File: src/rtl/four_level_page_map_writer_unit_macros.svh
// Assertion macros for the four-level page map writer.
// Used by the top level only; needs nothing else.
`ifndef FOUR_LEVEL_PAGE_MAP_WRITER_UNIT_MACROS_SVH
`define FOUR_LEVEL_PAGE_MAP_WRITER_UNIT_MACROS_SVH
`ifndef SYNTH
// Same-cycle implication
`define FPMW_ASSERT_IMP(label, clk, rstn, ante, cons) \
    label: assert property (@(posedge clk) disable iff (!rstn) (ante) |-> (cons)) \
        else $error("fpmw: same-cycle check failed");
// Next-cycle implication
`define FPMW_ASSERT_NEXT(label, clk, rstn, ante, cons) \
    label: assert property (@(posedge clk) disable iff (!rstn) (ante) |=> (cons)) \
        else $error("fpmw: next-cycle check failed");
`else
`define FPMW_ASSERT_IMP(label, clk, rstn, ante, cons)
`define FPMW_ASSERT_NEXT(label, clk, rstn, ante, cons)
`endif
`endif

File: src/rtl/fpmw_pkg.sv
// Shared constants and types of the four-level page map writer.
// No dependencies; imported by the add/subtract unit and the top level.
package fpmw_pkg;

    // Table store geometry
    localparam int TABLE_FRAMES = 64;
    localparam int IDX_W        = 9;
    localparam int ENTRIES      = 1 << IDX_W;
    localparam int FRAME_W      = $clog2(TABLE_FRAMES);
    localparam int ADDR_W       = FRAME_W + IDX_W;
    localparam int STORE_DEPTH  = TABLE_FRAMES * ENTRIES;
    localparam int NFREE_W      = $clog2(TABLE_FRAMES + 1);

    // Address and entry widths
    localparam int VA_W       = 48;
    localparam int PA_W       = 52;
    localparam int BASE_W     = 40;
    localparam int PAGE_SHIFT = 12;
    localparam int LINK_W     = BASE_W + 1;
    localparam int ENTRY_W    = LINK_W + PAGE_SHIFT;
    localparam int FLAG_W     = 3;

    localparam logic [FLAG_W-1:0] LINK_FLAGS = 3'd7;

    // Channel widths
    localparam int S_DATA_W = 104;
    localparam int M_DATA_W = 56;

    // Result status codes
    localparam logic [1:0] STAT_OK      = 2'd0;
    localparam logic [1:0] STAT_NOFRAME = 2'd1;
    localparam logic [1:0] STAT_RANGE   = 2'd2;

    // Command to the shared add/subtract unit
    typedef struct packed {
        logic              sub;
        logic [LINK_W-1:0] a;
        logic [LINK_W-1:0] b;
    } fpmw_op_t;

endpackage

File: src/rtl/fpmw_addsub.sv
// Shared add/subtract unit: frame range check and link address build.
// Depends on fpmw_pkg.
module fpmw_addsub
    import fpmw_pkg::*;
(
    input  fpmw_op_t          op,
    output logic [LINK_W:0]   res
);

    // Top bit is the carry on add, the borrow on subtract
    always_comb begin
        if (op.sub) begin
            res = {1'b0, op.a} - {1'b0, op.b};
        end else begin
            res = {1'b0, op.a} + {1'b0, op.b};
        end
    end

endmodule

File: config.mk
export PLATFORM = sky130hd
export DESIGN_NAME = fpmw_addsub
export DESIGN_NICKNAME = d
export VERILOG_FILES = /design/src/rtl/four_level_page_map_writer_unit_macros.svh /design/src/rtl/fpmw_pkg.sv /design/src/rtl/fpmw_addsub.sv
export SDC_FILE = /design/constraint.sdc
export NUM_CORES = 1
export LEC_CHECK = 0
export BUFFER_PORTS_ARGS = -buffer_cell sky130_fd_sc_hd__clkbuf_2
export CAP_MARGIN = 20
export CORE_ASPECT_RATIO = 0.6
export CORE_MARGIN = 4
export CORE_UTILIZATION = 45
export DETAILED_ROUTE_END_ITERATION = 8
export PLACE_DENSITY = 0.7
export SYNTH_ARGS = -nofsm -noshare
export SYNTH_HDL_FRONTEND = slang
export SYNTH_SLANG_ARGS = --single-unit
File: constraint.sdc
create_clock -name vclk -period 6.1
set_input_delay 0.61 -clock vclk [all_inputs]
set_output_delay 0.61 -clock vclk [all_outputs]
set_load 0.1 [all_outputs]
* Word-level counts from Yosys, hierarchy flattened
Index checks and enable logic that the tools add are counted.
** Word-level totals
- Bits in registers :: 0
- Input port bits :: 83
- Output and inout port bits :: 42
- Word-level logic and storage cells :: 3
** Operators by class
- Add/sub/neg operators :: 2
- Muxes and demuxes :: 1
** Operators with widths (count)
- 41-bit by 41-bit adder with 42-bit output :: 1
- 42-bit 2-to-1 mux :: 1
- 41-bit by 41-bit subtractor with 42-bit output :: 1

* Logic depth before layout (Yosys ltp)
- Word-level depth :: 2
- Mapped depth :: 18
- Mapped depth without buffers :: 17

* Worst setup path before layout
Ideal clock, no wire load.
- Kind :: input -> output
- Start :: in op[11] (netlist bit)
- End :: out res[39]
- Arrival :: 7.103 ns
- Required time :: 5.490 ns
- Setup slack :: -1.613 ns
- Stages :: 18
- Path buffers :: 1
- Cells stage by stage :: or4_4 nor4b_4 nand2_2 nor3_4 nand3_2 nor2_1 a21oi_1 xnor2_1 ha_1 clkbuf_1 nand2_1 o21ai_0 nor2_1 nor3_1 a21oi_1 a21oi_1 nor3_1 o311ai_0
** Between the ends
- Cells in the longest elaborated chain, start to end :: 2
- Elaborated cells on any way between the ends :: 3
- Classes of those cells :: add/sub: 2; mux: 1
** RTL lines
- start, declared :: line fpmw_addsub.sv:6 : input fpmw_op_t op,
- 41-bit by 41-bit adder with 42-bit output / 41-bit by 41-bit subtractor with 42-bit output (equally long branches) :: line fpmw_addsub.sv:15, fpmw_addsub.sv:13
- 42-bit 2-to-1 mux * :: line fpmw_addsub.sv:12 : if (op.sub) begin
- end, declared :: line fpmw_addsub.sv:7 : output logic [LINK_W:0] res
Mark *: on every way between the ends. The rest lies on a longest branch, timed or not.

* Final worst setup path
- Start :: in op[9] (netlist bit)
- End :: out res[36]
The elaborated chain is that of the path after synthesis.

==> flow_metrics.tcl <==
set metrics [dict create \
    outcome "completed" \
    holdBufCountCts 0 \
    chipHeight_um 75.6 \
    worst-endpoint-required_ns 5.49 \
    grt_first_pass_wirelength_um 18100 \
    wl_per_cell_um 16.2 \
    route.detailed.drc 0 \
    post_synth.cell_area_avg_um2 6.59 \
    complex_gate_fraction_of_the_synthesized_area_pct 31.9 \
    timing_worst_slew_pin_value_ns 0.776 \
    grt_max_degree 42 \
    final_min_period_over_clock_period_pct 91.7 \
    delay_contributed_by_the_slowest_stage_of_the_critical_path_ns 0.55 \
    num_rows 24 \
    hpwlAfterDp_um 10300 \
    final_cell_mix "124 x clkbuf_2, 72 x a21oi_1, 59 x xnor2_1, 56 x nor2_1, 42 x ha_1" \
    place_congestion 0.967 \
    fin_util_pct 56.7 \
    hold_path.class "in -> out" \
    initial_core_util_pct 46.8 \
    worstPathBufferInverterCount 2 \
    dp_worst_setup_slack_ns 0.423 \
    netlist_area_um2 3430 \
    cp-end-kind "output port" \
    design.die.area_um2 9120 \
    multiInputGateArea_um2 3260 \
    cp.arrival_ns 4.99 \
    initial_antenna_violation_count 0 \
    syn_nets 646 \
    final_antenna_net_count 0 \
    nClkBuffers 0 \
    antenna-diode-count 0 \
    timing.critical_path.mode_cell "a21oi_1" \
    synth-adder-area-share_pct 15.9 \
    synth_largest_area_cell "ha_1" \
    drt_pre_antenna_iters 5 \
    p_total_mw 1.31 \
    route.vias.total 4232 \
    fin_worst_hold_slack_ns 1.84 \
    flops_and_latches 0 \
    ios 125 \
    critical_path.top_delay_family "simple AND/OR/NAND/NOR gates" \
    timing_hold_violations_final 0 \
    setup_slack_of_the_critical_path_after_layout_ns 0.504 \
    grt.total_usage_pct 24.2 \
    cp_cell_sequence "clkbuf_2, or4_4, nor4b_4, nand2_2, nor3_4, nand3_2, nor2_2, a21oi_1, xnor2_1, ha_1, a21o_1, a21o_1, a21oi_1, a21boi_0, o21ai_0, a21oi_1, a21oi_1, nor3b_2, clkbuf_2" \
    core_area_um2 7330 \
    power.density_cell_area_nw_per_um2 316 \
    yosysUniqueCellTypes 60 \
    layout_min_cycle_time_ns 5.60 \
    post_synth_mux_area_share_pct 0.621 \
    max_capacitance_violation_count 0 \
    post_synth_xor_area_fraction_pct 18.7 \
    yosys.area_share.simple_pct 27.2 \
    area_delta_synth_final_pct 21.3 \
    ys_seq_area_share_pct 0 \
    vdd_drop_max_v 0.000254 \
    layout.nets 755 \
    crit_path_top_delay_cell "or4_4" \
    grt_pass1_vias 3651 \
    worstSetupStartpointType "primary input" \
    max_slew_margin_pct 48.3 \
    regArea_um2 0 \
    synth_warnings 0 \
    final_max_slew_viol_count 0 \
    synthDominantCellAreaShare_pct 15.3 \
    post-cts-setup-buffer-count 0 \
    synth_top_family_by_area "compound AO/OA/AOI/OAI gates" \
    numPortBuffers 125 \
    layout-drive-gt1-share_pct 23.6 \
    synth.area.top_cells "ha_1 15%, xnor2_1 15%, a21oi_1 11%" \
    post_drt_via_cell_ratio 5.79 \
    rsz_0062_raised_after_global_routing "no" \
    fillCellCount 781 \
    syn_inst 520 \
    kind_of_critical_path "in -> out" \
    critPathMaxFanout 5 \
    starting_drt_drc_count 388 \
    mostFrequentLayoutCell "clkbuf_2" \
    leakage_nw 2.06 \
    finalSetupViolCount 0 \
    grt_overflow 0 \
    die_w_um 121 \
    detail_route.wirelength_um 11900 \
    fmaxAchievable_mhz 179 \
]
[cell type report]
cell class / count / area share, %
Tap cell: 104 / 3.13
Inverter: 31 / 2.80
Multi-Input combinational cell: 468 / 78.4
Timing Repair Buffer: 128 / 15.7
[repair_timing]
item / CTS / global route
endpoints found under the setup margin: 0 / 1
gates resized for setup: 0 / 2
hold endpoints to repair: 0 / 0
[stage by stage]
step,instance area (um2),std cells,setup TNS [ns]
floorplan,3460,520,-0.430
global placement,4150,731,0
detailed placement,4150,731,0
CTS,4150,731,0
global route,4160,731,0
finish,4160,731,0
[metal layers]
layer	GRT usage (%)	vias up	routed length, um
met5	0	-	0
met4	0.628	0	55
met3	4.08	8	1050
met2	34.2	168	4520
met1	39.3	1948	6230
li1	-	2108	-
[where the power goes]
group          switching, mW  leakage, nW  internal, mW
clock network              0            0             0
logic                   1.04         2.06         0.276
registers                  0            0             0
[path summary, 6_finish.rpt]
| path | startpoint | endpoint | slack (ns) | depth (start not counted) |
|---|---|---|---|---|
| max | op[9] | res[36] | 0.50 | 19 |
| min | op[41] | res[0] | 1.84 | 5 |
[cells in the mapped netlist (all sizes together), types with 3 or more instances]
library cell	number
o21bai	7
nand2	37
o21a	3
nor3	19
xnor2	60
o21ai	20
nand2b	3
clkbuf	19
inv	31
a21oi	72
and2	6
a211o	4
and3	10
a211oi	3
nor2	58
xor2	13
a21o	28
o2111ai	3
a2111oi	3
ha	42
o211ai	4
nor3b	3
nand3	14
a31oi	13
nor2b	5
nand4	10
[kinds of logic (layout without fill, tap and decap cells)]
group | Yosys count | count (layout)
mux | 2 | 2
buf+inv | 52 | 159
compound gates | 172 | 172
fa+ha+maj | 43 | 43
xor+xnor | 73 | 73
simple gates | 178 | 178
(Power assumes the default switching activity.)
